`src/design/brb_pkg.sv`:
```
// ----------------------------------------------------------------------------
// brb_pkg
// Constants, types and helpers shared by the ring buffer controller and
// datapath.
// ----------------------------------------------------------------------------
package brb_pkg;

    // Storage geometry and burst limits.
    localparam int DEPTH     = 256;
    localparam int MAX_BURST = 8;
    localparam int PTR_W     = $clog2(DEPTH);
    localparam int CAP_W     = PTR_W + 1;
    localparam int CNT_W     = 4;
    localparam int LANE_W    = (MAX_BURST > 1) ? $clog2(MAX_BURST) : 1;
    localparam int BYTES_W   = 8 * MAX_BURST;

    // Controller states.
    typedef enum logic [2:0] {
        S_IDLE,
        S_WRITE,
        S_READ,
        S_DRAIN,
        S_RESP
    } t_state;

    // Commands from the controller to the datapath.
    typedef struct packed {
        logic load_in;
        logic wr_step;
        logic rd_step;
        logic load_out;
    } t_cmd;

    // Status from the datapath to the controller.
    typedef struct packed {
        logic start_write;
        logic start_read;
        logic last_step;
        logic out_free;
    } t_status;

    // Clamp a capacity write to the range the storage supports.
    function automatic logic [CAP_W-1:0] clamp_capacity(input logic [CAP_W-1:0] v);
        logic [CAP_W-1:0] c;
        c = v;
        if (c < CAP_W'(2)) begin
            c = CAP_W'(2);
        end
        if (c > CAP_W'(DEPTH)) begin
            c = CAP_W'(DEPTH);
        end
        return c;
    endfunction

endpackage

```
`src/design/byte_ring_buffer_burst_core.sv`:
```
// ----------------------------------------------------------------------------
// byte_ring_buffer_burst_core
// Byte ring buffer with run-time capacity, taking write and read bursts of
// up to eight bytes.
// ----------------------------------------------------------------------------
// One request is in work at a time. The storage has one byte write port and
// one byte read port, so a burst moves one byte per cycle: an accepted write
// steps through the write and response states, an accepted read through the
// read, drain (for the registered read) and response states, and a refused or
// empty burst goes straight to the response state. The next request is taken
// once the result sits in the output register, even while that result is
// stalled. The capacity port is always ready; a write clears both pointers and
// must only be made while the buffer has no request in work.
// ----------------------------------------------------------------------------
module byte_ring_buffer_burst_core (
    input  logic                            i_clk,
    input  logic                            i_rst_n,
    input  logic                            i_in_valid,
    output logic                            o_in_stall,
    input  logic                            i_kind,
    input  logic [brb_pkg::CNT_W-1:0]       i_count,
    input  logic [brb_pkg::BYTES_W-1:0]     i_wr_bytes,
    output logic                            o_out_valid,
    input  logic                            i_out_stall,
    output logic                            o_accepted,
    output logic [brb_pkg::BYTES_W-1:0]     o_rd_bytes,
    output logic [7:0]                      o_free_space,
    output logic [7:0]                      o_fill_level,
    input  logic                            i_cfg_valid,
    output logic                            o_cfg_ready,
    input  logic [brb_pkg::CAP_W-1:0]       i_cfg_data
);
    import brb_pkg::*;

    t_cmd    cmd;
    t_status status;

    // The capacity register takes a write in any cycle.
    assign o_cfg_ready = 1'b1;

    // Sequencer.
    brb_ctrl u_ctrl (
        .i_clk      (i_clk),
        .i_rst_n    (i_rst_n),
        .i_in_valid (i_in_valid),
        .i_status   (status),
        .o_cmd      (cmd),
        .o_in_stall (o_in_stall)
    );

    // Storage, pointers and output register.
    brb_datapath u_datapath (
        .i_clk        (i_clk),
        .i_rst_n      (i_rst_n),
        .i_cmd        (cmd),
        .o_status     (status),
        .i_kind       (i_kind),
        .i_count      (i_count),
        .i_wr_bytes   (i_wr_bytes),
        .i_cfg_valid  (i_cfg_valid && o_cfg_ready),
        .i_cfg_data   (i_cfg_data),
        .i_out_stall  (i_out_stall),
        .o_out_valid  (o_out_valid),
        .o_accepted   (o_accepted),
        .o_rd_bytes   (o_rd_bytes),
        .o_free_space (o_free_space),
        .o_fill_level (o_fill_level)
    );

endmodule

```
`src/design/brb_ctrl.sv`:
```
// ----------------------------------------------------------------------------
// brb_ctrl
// Burst sequencer: takes a request, steps the datapath one byte per cycle
// and hands the result to the output register.
// ----------------------------------------------------------------------------
module brb_ctrl (
    input  logic             i_clk,
    input  logic             i_rst_n,
    input  logic             i_in_valid,
    input  brb_pkg::t_status i_status,
    output brb_pkg::t_cmd    o_cmd,
    output logic             o_in_stall
);
    import brb_pkg::*;

    t_state r_state;
    t_state n_state;

    // State register.
    always_ff @(posedge i_clk) begin
        if (!i_rst_n) begin
            r_state <= S_IDLE;
        end else begin
            r_state <= n_state;
        end
    end

    // Next state.
    always_comb begin
        n_state = r_state;
        case (r_state)
            S_IDLE: begin
                if (i_in_valid) begin
                    if (i_status.start_write) begin
                        n_state = S_WRITE;
                    end else if (i_status.start_read) begin
                        n_state = S_READ;
                    end else begin
                        n_state = S_RESP;
                    end
                end
            end
            S_WRITE: begin
                if (i_status.last_step) begin
                    n_state = S_RESP;
                end
            end
            S_READ: begin
                if (i_status.last_step) begin
                    n_state = S_DRAIN;
                end
            end
            S_DRAIN: begin
                n_state = S_RESP;
            end
            S_RESP: begin
                if (i_status.out_free) begin
                    n_state = S_IDLE;
                end
            end
            default: begin
                n_state = S_IDLE;
            end
        endcase
    end

    // Outputs.
    always_comb begin
        o_cmd      = '0;
        o_in_stall = 1'b1;
        case (r_state)
            S_IDLE: begin
                o_in_stall    = 1'b0;
                o_cmd.load_in = i_in_valid;
            end
            S_WRITE: begin
                o_cmd.wr_step = 1'b1;
            end
            S_READ: begin
                o_cmd.rd_step = 1'b1;
            end
            S_DRAIN: begin
                o_cmd = '0;
            end
            S_RESP: begin
                o_cmd.load_out = i_status.out_free;
            end
            default: begin
                o_cmd = '0;
            end
        endcase
    end

endmodule

```
`src/design/brb_datapath.sv`:
```
// ----------------------------------------------------------------------------
// brb_datapath
// Byte storage, ring pointers, fill counter, capacity register and the
// output register of the ring buffer.
// ----------------------------------------------------------------------------
module brb_datapath (
    input  logic                            i_clk,
    input  logic                            i_rst_n,
    input  brb_pkg::t_cmd                   i_cmd,
    output brb_pkg::t_status                o_status,
    input  logic                            i_kind,
    input  logic [brb_pkg::CNT_W-1:0]       i_count,
    input  logic [brb_pkg::BYTES_W-1:0]     i_wr_bytes,
    input  logic                            i_cfg_valid,
    input  logic [brb_pkg::CAP_W-1:0]       i_cfg_data,
    input  logic                            i_out_stall,
    output logic                            o_out_valid,
    output logic                            o_accepted,
    output logic [brb_pkg::BYTES_W-1:0]     o_rd_bytes,
    output logic [7:0]                      o_free_space,
    output logic [7:0]                      o_fill_level
);
    import brb_pkg::*;

    logic [7:0]         mem [DEPTH];
    logic [7:0]         r_q;
    logic [PTR_W-1:0]   r_rd_ptr;
    logic [PTR_W-1:0]   r_wr_ptr;
    logic [PTR_W-1:0]   r_fill;
    logic [CAP_W-1:0]   r_cap;
    logic               r_ok;
    logic [CNT_W-1:0]   r_count;
    logic [LANE_W-1:0]  r_idx;
    logic [LANE_W-1:0]  r_cap_idx;
    logic               r_cap_vld;
    logic [BYTES_W-1:0] r_wdata;
    logic [BYTES_W-1:0] r_rdata;
    logic               r_out_valid;
    logic               r_out_acc;
    logic [BYTES_W-1:0] r_out_rd;
    logic [7:0]         r_out_free;
    logic [7:0]         r_out_fill;

    logic [CAP_W-1:0]   free_now;
    logic               count_ok;
    logic               ok_in;
    logic [CAP_W-1:0]   rd_inc;
    logic [CAP_W-1:0]   wr_inc;
    logic [PTR_W-1:0]   rd_next;
    logic [PTR_W-1:0]   wr_next;

    // Space check for the request on the input.
    always_comb begin
        free_now = r_cap - CAP_W'(1) - {1'b0, r_fill};
        count_ok = (i_count <= CNT_W'(MAX_BURST));
        if (i_kind) begin
            ok_in = count_ok && ({1'b0, r_fill} >= CAP_W'(i_count));
        end else begin
            ok_in = count_ok && (free_now >= CAP_W'(i_count));
        end
    end

    // Pointer advance with wrap at the capacity.
    always_comb begin
        rd_inc  = {1'b0, r_rd_ptr} + CAP_W'(1);
        wr_inc  = {1'b0, r_wr_ptr} + CAP_W'(1);
        rd_next = (rd_inc >= r_cap) ? '0 : rd_inc[PTR_W-1:0];
        wr_next = (wr_inc >= r_cap) ? '0 : wr_inc[PTR_W-1:0];
    end

    // Status to the controller.
    always_comb begin
        o_status.start_write = ok_in && !i_kind && (i_count != '0);
        o_status.start_read  = ok_in && i_kind && (i_count != '0);
        o_status.last_step   = ((CNT_W'(r_idx) + CNT_W'(1)) == r_count);
        o_status.out_free    = !r_out_valid || !i_out_stall;
    end

    // Byte storage: one write and one registered read each cycle.
    always_ff @(posedge i_clk) begin
        if (i_cmd.wr_step) begin
            mem[r_wr_ptr] <= r_wdata[7:0];
        end
        r_q <= mem[r_rd_ptr];
    end

    // Capacity, pointers and fill level.
    always_ff @(posedge i_clk) begin
        if (!i_rst_n) begin
            r_cap    <= clamp_capacity(CAP_W'(DEPTH));
            r_rd_ptr <= '0;
            r_wr_ptr <= '0;
            r_fill   <= '0;
        end else if (i_cfg_valid) begin
            r_cap    <= clamp_capacity(i_cfg_data);
            r_rd_ptr <= '0;
            r_wr_ptr <= '0;
            r_fill   <= '0;
        end else if (i_cmd.wr_step) begin
            r_wr_ptr <= wr_next;
            r_fill   <= r_fill + PTR_W'(1);
        end else if (i_cmd.rd_step) begin
            r_rd_ptr <= rd_next;
            r_fill   <= r_fill - PTR_W'(1);
        end
    end

    // Request registers and byte lanes.
    always_ff @(posedge i_clk) begin
        r_cap_vld <= i_cmd.rd_step;
        r_cap_idx <= r_idx;
        if (i_cmd.load_in) begin
            r_ok    <= ok_in;
            r_count <= i_count;
            r_idx   <= '0;
            r_wdata <= i_wr_bytes;
            r_rdata <= '0;
        end else begin
            if (i_cmd.wr_step) begin
                r_wdata <= r_wdata >> 8;
            end
            if (i_cmd.wr_step || i_cmd.rd_step) begin
                r_idx <= r_idx + LANE_W'(1);
            end
            if (r_cap_vld) begin
                r_rdata[8*r_cap_idx +: 8] <= r_q;
            end
        end
    end

    // Output register.
    always_ff @(posedge i_clk) begin
        if (!i_rst_n) begin
            r_out_valid <= 1'b0;
        end else if (i_cmd.load_out) begin
            r_out_valid <= 1'b1;
        end else if (!i_out_stall) begin
            r_out_valid <= 1'b0;
        end
    end

    always_ff @(posedge i_clk) begin
        if (i_cmd.load_out) begin
            r_out_acc  <= r_ok;
            r_out_rd   <= r_rdata;
            r_out_free <= free_now[7:0];
            r_out_fill <= r_fill;
        end
    end

    assign o_out_valid  = r_out_valid;
    assign o_accepted   = r_out_acc;
    assign o_rd_bytes   = r_out_rd;
    assign o_free_space = r_out_free;
    assign o_fill_level = r_out_fill;

endmodule

```
`config.mk`:
```
export PLATFORM = sky130hd
export DESIGN_NAME = byte_ring_buffer_burst_core
export DESIGN_NICKNAME = d
export VERILOG_FILES = /design/src/design/brb_pkg.sv /design/src/design/byte_ring_buffer_burst_core.sv /design/src/design/brb_ctrl.sv /design/src/design/brb_datapath.sv
export SDC_FILE = /design/constraint.sdc
export NUM_CORES = 2
export LEC_CHECK = 0
export ABC_AREA = 1
export BUFFER_PORTS_ARGS = -buffer_cell sky130_fd_sc_hd__buf_4
export CAP_MARGIN = 20
export CORE_MARGIN = 1
export CORE_UTILIZATION = 50
export CTS_CLUSTER_DIAMETER = 60
export DETAILED_ROUTE_END_ITERATION = 8
export MAX_ROUTING_LAYER = met4
export PLACE_DENSITY_LB_ADDON = 0.08
export RECOVER_POWER = 100
export SETUP_SLACK_MARGIN = 0.15
export SLEW_MARGIN = 10
export SYNTH_ARGS = -nofsm -noshare
export SYNTH_HDL_FRONTEND = slang
export SYNTH_HIERARCHICAL = 1
export SYNTH_SLANG_ARGS = --single-unit
```
`constraint.sdc`:
```
create_clock -name i_clk -period 12 [get_ports i_clk]
set_input_delay 1.8 -clock i_clk [delete_from_list [all_inputs] [get_ports i_clk]]
set_output_delay 1.8 -clock i_clk [all_outputs]
set_load 0.05 [all_outputs]
```
* Word level (Yosys, flattened, before mapping) *
Memories as Yosys holds them, arrays and structs flattened. A register that Yosys moved wholly into a read port is not among the register bits.
Index checks and enable logic that the tools add are counted.

word-level totals
  register bits = 258
  memory bits (writable) = 2048
  bits of input ports = 83
  word-level logic and storage cells = 94
  memories = 1

cells by class
  equal/unequal tests = 10
  reduce and logical (&&, ||, !) cells = 18
  add/subtract/negate cells = 9
  multiplexer cells = 28
  shift-type cells = 2
  magnitude comparators = 7
  bitwise gates (word level) = 2

memories
  name            words  bits a word  rd ports  clocked after memory_dff  write ports  RTL line            source
  u_datapath.mem  256    8            1         1                         1            brb_datapath.sv:25  logic [7:0] mem [DEPTH];

operators with widths
  operator                 count
  $mux 64                  2
  $bwmux 64                1
  $shift 8x34->64 const A  1
  $shiftx 8x34->64         1
  $mux 9                   4
  $neg 6->34               1
  $mux 8                   4
  $add 8x1->9 const B      2
  $ge 9x9->1               2
  $mux 3                   6
  $pmux 3 s5               1
  $mux 1                   10
  $ge 9x4->1               1
  $gt 9x9->1 const B       1
  $lt 9x2->1 const B       1
  $sub 9x1->9 const B      1
  $sub 9x8->9              1
  $add 8x1->8 const B      1
  $ge 8x4->1               1
  $sub 8x1->8 const B      1
  $eq 3x2->1 const B       2
  $logic_and 1x1->1        6
  $ne 2x2->1 const B       3
  $add 3x1->4 const B      1
  15 further kinds         21

* Logic depth before layout (Yosys ltp) *
  depth after elaboration = 11
  mapped depth = 23
  depth with buffers taken out = 23

* By module *
Netlist, hierarchy kept.

modules (own cells, without submodules)
  module                       area each (um^2)  sequential area each (um^2)  times used  cells each
  brb_datapath                 97428.4           68265.5                      1           8781
  brb_ctrl                     266.5             60.1                         1           49
  byte_ring_buffer_burst_core  11.3              0.0                          1           2

* Least setup slack after synthesis *
No wires, ideal clock.

  path kind = input port to flip-flop
  from = input i_out_stall
  to = register u_datapath.r_out_acc (netlist: u_datapath/o_accepted), enable pin
  setup time = 723 ps
  stages on the path = 3
  arrival time = 9624 ps
  required time = 11277 ps
  buffers on the path = 0
  path slack = 1653 ps
  path through = nand2_1 > inv_1 > nor4_1

RTL lines
  what                    RTL line                           source
  start: declaration      byte_ring_buffer_burst_core.sv:24  input logic i_out_stall,
  end signal: assignment  brb_datapath.sv:144                r_out_acc <= r_ok;
  end: declaration        brb_datapath.sv:39                 logic r_out_acc;

==> tab_implementation.tex <==
\begin{tabular}{lr}
\hline
Metric & Value \\
\hline
\multicolumn{2}{l}{\textbf{Run status}} \\
\quad Status & complete, but fails checks \\
\quad Violations in the final reports & max-capacitance violations, max-slew violations \\
\multicolumn{2}{l}{\textbf{Critical path}} \\
\quad Max FO, Critical Path & 75 \\
\quad Reg-to-reg slack, setup & $\sim$3.7 ns \\
\quad Crit. Startpoint & u\_datapath/r\_rd\_ptr[1] \\
\quad Capturing element type of the critical path & flip-flop \\
\quad CP Data Arrival Time & 9.13 ns \\
\quad Req. time, crit path & 12.80 ns \\
\quad Reg-to-reg endpoint & u\_datapath/r\_q[1] \\
\quad Cell count of the worst reg-to-reg path & 10 \\
\quad Worst reg2reg path startpoint & u\_datapath/r\_rd\_ptr[1] \\
\quad End of the critical path & u\_datapath/r\_q[1] \\
\quad Setup CP Type & reg -> reg \\
\quad Kind of start point of the critical path & flip-flop \\
\multicolumn{2}{l}{\textbf{Yosys}} \\
\quad Ys Warns & 6 \\
\quad Dominant synthesized flop cell & edfxtp\_1 \\
\quad Number of storage elements in the synthesis netlist & 2,314 \\
\quad Mux cell area share after synthesis & 0\% \\
\quad Post-synthesis xor/xnor area fraction & 0.152\% \\
\quad Average cell area after synthesis & about 11 sq um \\
\quad Adder-cell area share of the yosys netlist & 0.656\% \\
\quad Share of async-settable or async-resettable flops after synthesis & 0\% \\
\quad Unique masters post-synth & 46 \\
\quad Fraction of the mapped netlist area in simple logic gates & 18.7\% \\
\quad Post-synth EDFFs & around 2,200 \\
\quad Share of the yosys chip area belonging to registers & 69.9\% \\
\quad Synthesized Nets & 8,965 \\
\quad Share of the synthesized area in compound gates (AO/OA/AOI/OAI) & 4.26\% \\
\quad Combinational family with the most area after synthesis & simple AND/OR/NAND/NOR gates \\
\quad Instance count of the mapped netlist & 8,832 \\
\quad Post-synthesis cell area & slightly below 0.1 sq mm \\
\multicolumn{2}{l}{\textbf{CTS}} \\
\quad CTS-repair resized insts & 0 \\
\quad Clock latency reported for the late side of the worst-skew pair & approximately 0.9 ns \\
\quad Cell chosen for the clock root & clkbuf\_16 \\
\quad H-tree level count & 4 \\
\quad Count of clock tree sinks & 2,314 \\
\quad TritonCTS clock tree & built \\
\quad \# hold bufs at CTS & 0 \\
\quad Number of buffers on the longest clock path & 3 \\
\quad Number of buffers added for setup after CTS & 0 \\
\quad CTS clock-pin slew for the worst setup and hold paths & 0.06 ns \\
\quad Cts bufs inserted & 234 \\
\multicolumn{2}{l}{\textbf{Floorplan}} \\
\quad Die outline height & about 440 um \\
\quad Row Count & about 160 \\
\quad Starting Density & 50.5\% \\
\quad Placeable core area & 0.193 sq mm \\
\quad Total die area & 0.197 sq mm \\
\quad Die Width & 444 um \\
\quad I/O pin cnt & 167 \\
\multicolumn{2}{l}{\textbf{Routing}} \\
\quad Vias after detailed routing & 65,200 \\
\quad Vias per cell & 5.65 \\
\quad Final wirelength & 272,000 um \\
\quad Detail Route Antenna Nets & 0 \\
\quad Met1 wire length & 117,000 um \\
\quad WL met3 & 23,300 um \\
\quad 1st-iter DRT viols & 7,033 \\
\quad Residual DRC count & 0 \\
\quad Met2 Routed Length & 123,000 um \\
\quad Highest Signal Layer & met4 \\
\quad Routed len/inst & between 20 and 25 um \\
\quad Detailed Routing Iterations Pass 1 & 8 \\
\multicolumn{2}{l}{\textbf{Pwr}} \\
\quad Relative contribution of the clock network to total power & between 30\% and 40\% \\
\quad Worst vdd rail ir drop & 0.146 mV \\
\quad Share of power burned in combinational logic & between 10 and 15\% \\
\quad Overall Power & 0.0206 W \\
\quad Internal power summed over all cells & 0.0148 W \\
\quad Power per standard cell area & between 150 and 200 mW/mm\^{}2 \\
\quad Total net switching power & 0.00580 W \\
\quad Reported leakage power & 39.8 nW \\
\quad Fraction of power spent switching nets & 28.1\% \\
\quad Sequential Power Share & 51.0\% \\
\multicolumn{2}{l}{\textbf{Global routing}} \\
\quad Vias in the first global route & 61,400 \\
\quad Number of antenna violations at the first check in global routing & 9 \\
\quad Wire length of the first global-routing pass & 405,000 um \\
\quad GRT overflow & 0 \\
\quad Pin count of the biggest net entering global routing & around 250 \\
\quad Tot GR Track Use & 28.2\% \\
\multicolumn{2}{l}{\textbf{Timing}} \\
\quad Final Hold Violating Endpoints & 0 \\
\quad Final total negative setup slack & 0 ns \\
\quad RSZ-0062 raised after global routing & no \\
\quad Peak clock frequency supported by timing & 0.120 GHz \\
\quad Headroom to the max-slew limit & -205\% \\
\quad Final Critical Period & 8.33 ns \\
\quad Worst Hold Margin & between 0.3 and 0.4 ns \\
\quad Final cycle utilization of the critical path & 69.4\% \\
\quad Number of failing setup endpoints in the final timing report & 0 \\
\quad Final Max Slew Viols & between 2,000 and 2,500 \\
\quad Worst Skew & 0.0342 ns \\
\quad Least-Margin Pin Slew & about 4.6 ns \\
\multicolumn{2}{l}{\textbf{Final layout}} \\
\quad Filler cells & 16,500 \\
\quad Area Growth Syn to Fin & 9.91\% \\
\quad Commonest non-fill, non-tap cell in the layout & edfxtp\_1 \\
\quad Leading cell types in the layout, fill and taps excluded & edfxtp\_1 (2,198), nand2\_1 (1,784), nand3\_1 (1,394) \\
\quad Cell area after layout & 0.107 sq mm \\
\quad Ratio of cells with drive above 1 in the final layout & 6.24\% \\
\quad Number of nets in the layout & 8,962 \\
\multicolumn{2}{l}{\textbf{Placement}} \\
\quad Final estimated routing congestion in global placement & 0.868 \\
\quad Number of input and output port buffers inserted & 165 \\
\quad Post-place instance area & 0.101 sq mm \\
\quad Detailed Place HPWL & 152,000 um \\
\multicolumn{2}{l}{\textbf{Hold path}} \\
\quad Path class of the lowest-slack min-delay path & reg -> reg \\
\multicolumn{2}{l}{\textbf{Flow run}} \\
\quad Count of maximum capacitance violations & between 40 and 50 \\
\hline
\end{tabular}
final cells by class:
| cell class | count | area, sq um | area share [%] |
|---|---|---|---|
| timing repair buffer | 283 | 1660 | 1.55 |
| inverter | 949 | 3600 | 3.35 |
| tap | 2526 | 3160 | 2.94 |
| multi-input combinational | 5047 | 23300 | 21.7 |
| clock inverter | 122 | 1130 | 1.05 |
| sequential | 2314 | 68300 | 63.6 |
| antenna | 1 | 2.50 | 0.00233 |
| clock buffer | 312 | 6240 | 5.81 |
per-stage QoR:
| stage | utilization (%) | cells | worst slack, ns |
|---|---|---|---|
| after global placement | 52.0 | 11100 | 6.66 |
| after CTS | 55.9 | 11600 | 6.63 |
| after global routing | 55.5 | 11600 | 3.31 |
| after detailed placement | 52.1 | 11100 | 6.64 |
| after floorplan | - | 8832 | 1.65 |
| final | 55.5 | 11600 | 3.67 |
cell usage after synthesis, types with 4 or more instances:
cell type	n	area share, %
ha_1	48	0.61
buf_4	42	0.32
clkbuf_1	265	1.0
o21ai_1	11	0.056
xnor2_1	7	0.063
nand2_1	1786	6.9
dfxtp_1	116	2.4
or2_2	99	0.63
inv_1	941	3.6
buf_1	40	0.15
a211oi_1	9	0.069
nand4_1	18	0.12
edfxtp_1	2198	68
a21oi_1	78	0.40
nor3_1	20	0.10
buf_6	37	0.43
xor2_1	10	0.090
nor2_1	905	3.5
inv_2	4	0.015
buf_2	138	0.71
o211ai_1	242	1.9
o21ai_0	344	1.8
nor4_1	5	0.032
nand3_1	1398	7.2
or2_1	38	0.24
logic make-up after synthesis:
| group | Yosys count |
|---|---|
| fa+ha+maj | 50 |
| buf+inv | 1471 |
| simple gates | 4280 |
| xor+xnor | 17 |
| other cells | 1 |
| flops | 2314 |
| compound gates | 699 |
worst min-delay path by stage:
| stage | from | to | slack, ns | depth (start not counted) |
|---|---|---|---|---|
| 5_1_grt | u_datapath/r_idx[1] | u_datapath/r_cap_idx[1] | 0.41 | 0 |
| 6_report | u_datapath/r_idx[1] | u_datapath/r_cap_idx[1] | 0.40 | 0 |
| 2_1_floorplan | u_datapath/r_idx[1] | u_datapath/r_cap_idx[1] | 0.37 | 0 |
| 3_5_place_dp | u_datapath/r_idx[1] | u_datapath/r_cap_idx[1] | 0.39 | 0 |
| 3_3_place_gp | u_datapath/r_idx[1] | u_datapath/r_cap_idx[1] | 0.38 | 0 |
| 4_1_cts | u_datapath/r_idx[1] | u_datapath/r_cap_idx[1] | 0.40 | 0 |
critical path: stages, from the launching register on:
cell      delay [ns]
dfxtp_1         2.04
clkbuf_1        3.31
buf_4           1.06
nand3_1         0.15
nand3_1         0.18
nand3_1         0.18
nand3_1         0.15
nand3_1         0.19
nand3_1         0.39
nand3_1         0.36
nand2_1         0.17
power by group through the flow:
stage	Combinational, W	Sequential (W)	Clock, W
final	0.00303	0.0105	0.00708
after floorplan	0.00109	0.0114	0
after global routing	0.00329	0.0106	0.00749
after CTS	0.00313	0.0104	0.00720
after detailed placement	0.00313	0.0106	0
after global placement	0.00307	0.0106	0
state kept, by name (all words and copies together) (netlist names):
| signal | count |
|---|---|
| u_datapath/mem | 2048 |
| u_datapath/o_rd_bytes | 64 |
| u_datapath/r_rdata | 64 |
| u_datapath/r_wdata | 64 |
| u_datapath/r_cap | 9 |
| u_datapath/o_fill_level | 8 |
| u_datapath/o_free_space | 8 |
| u_datapath/r_fill | 8 |
| u_datapath/r_q | 8 |
| u_datapath/r_rd_ptr | 8 |
| u_datapath/r_wr_ptr | 8 |
| u_datapath/r_count | 4 |
| u_ctrl/r_state | 3 |
| u_datapath/r_cap_idx | 3 |
| u_datapath/r_idx | 3 |
| u_datapath/o_accepted | 1 |
| u_datapath/o_out_valid | 1 |
| u_datapath/r_cap_vld | 1 |
| u_datapath/r_ok | 1 |
metal layers:
layer  vias to the layer above  GRT usage [%]
met5                         -              -
met4                         0           8.86
met3                       487           4.21
met2                      2883           42.1
met1                     31800           40.0
li1                      30100              -
No activity file was read; power rests on OpenSTA's default activity.
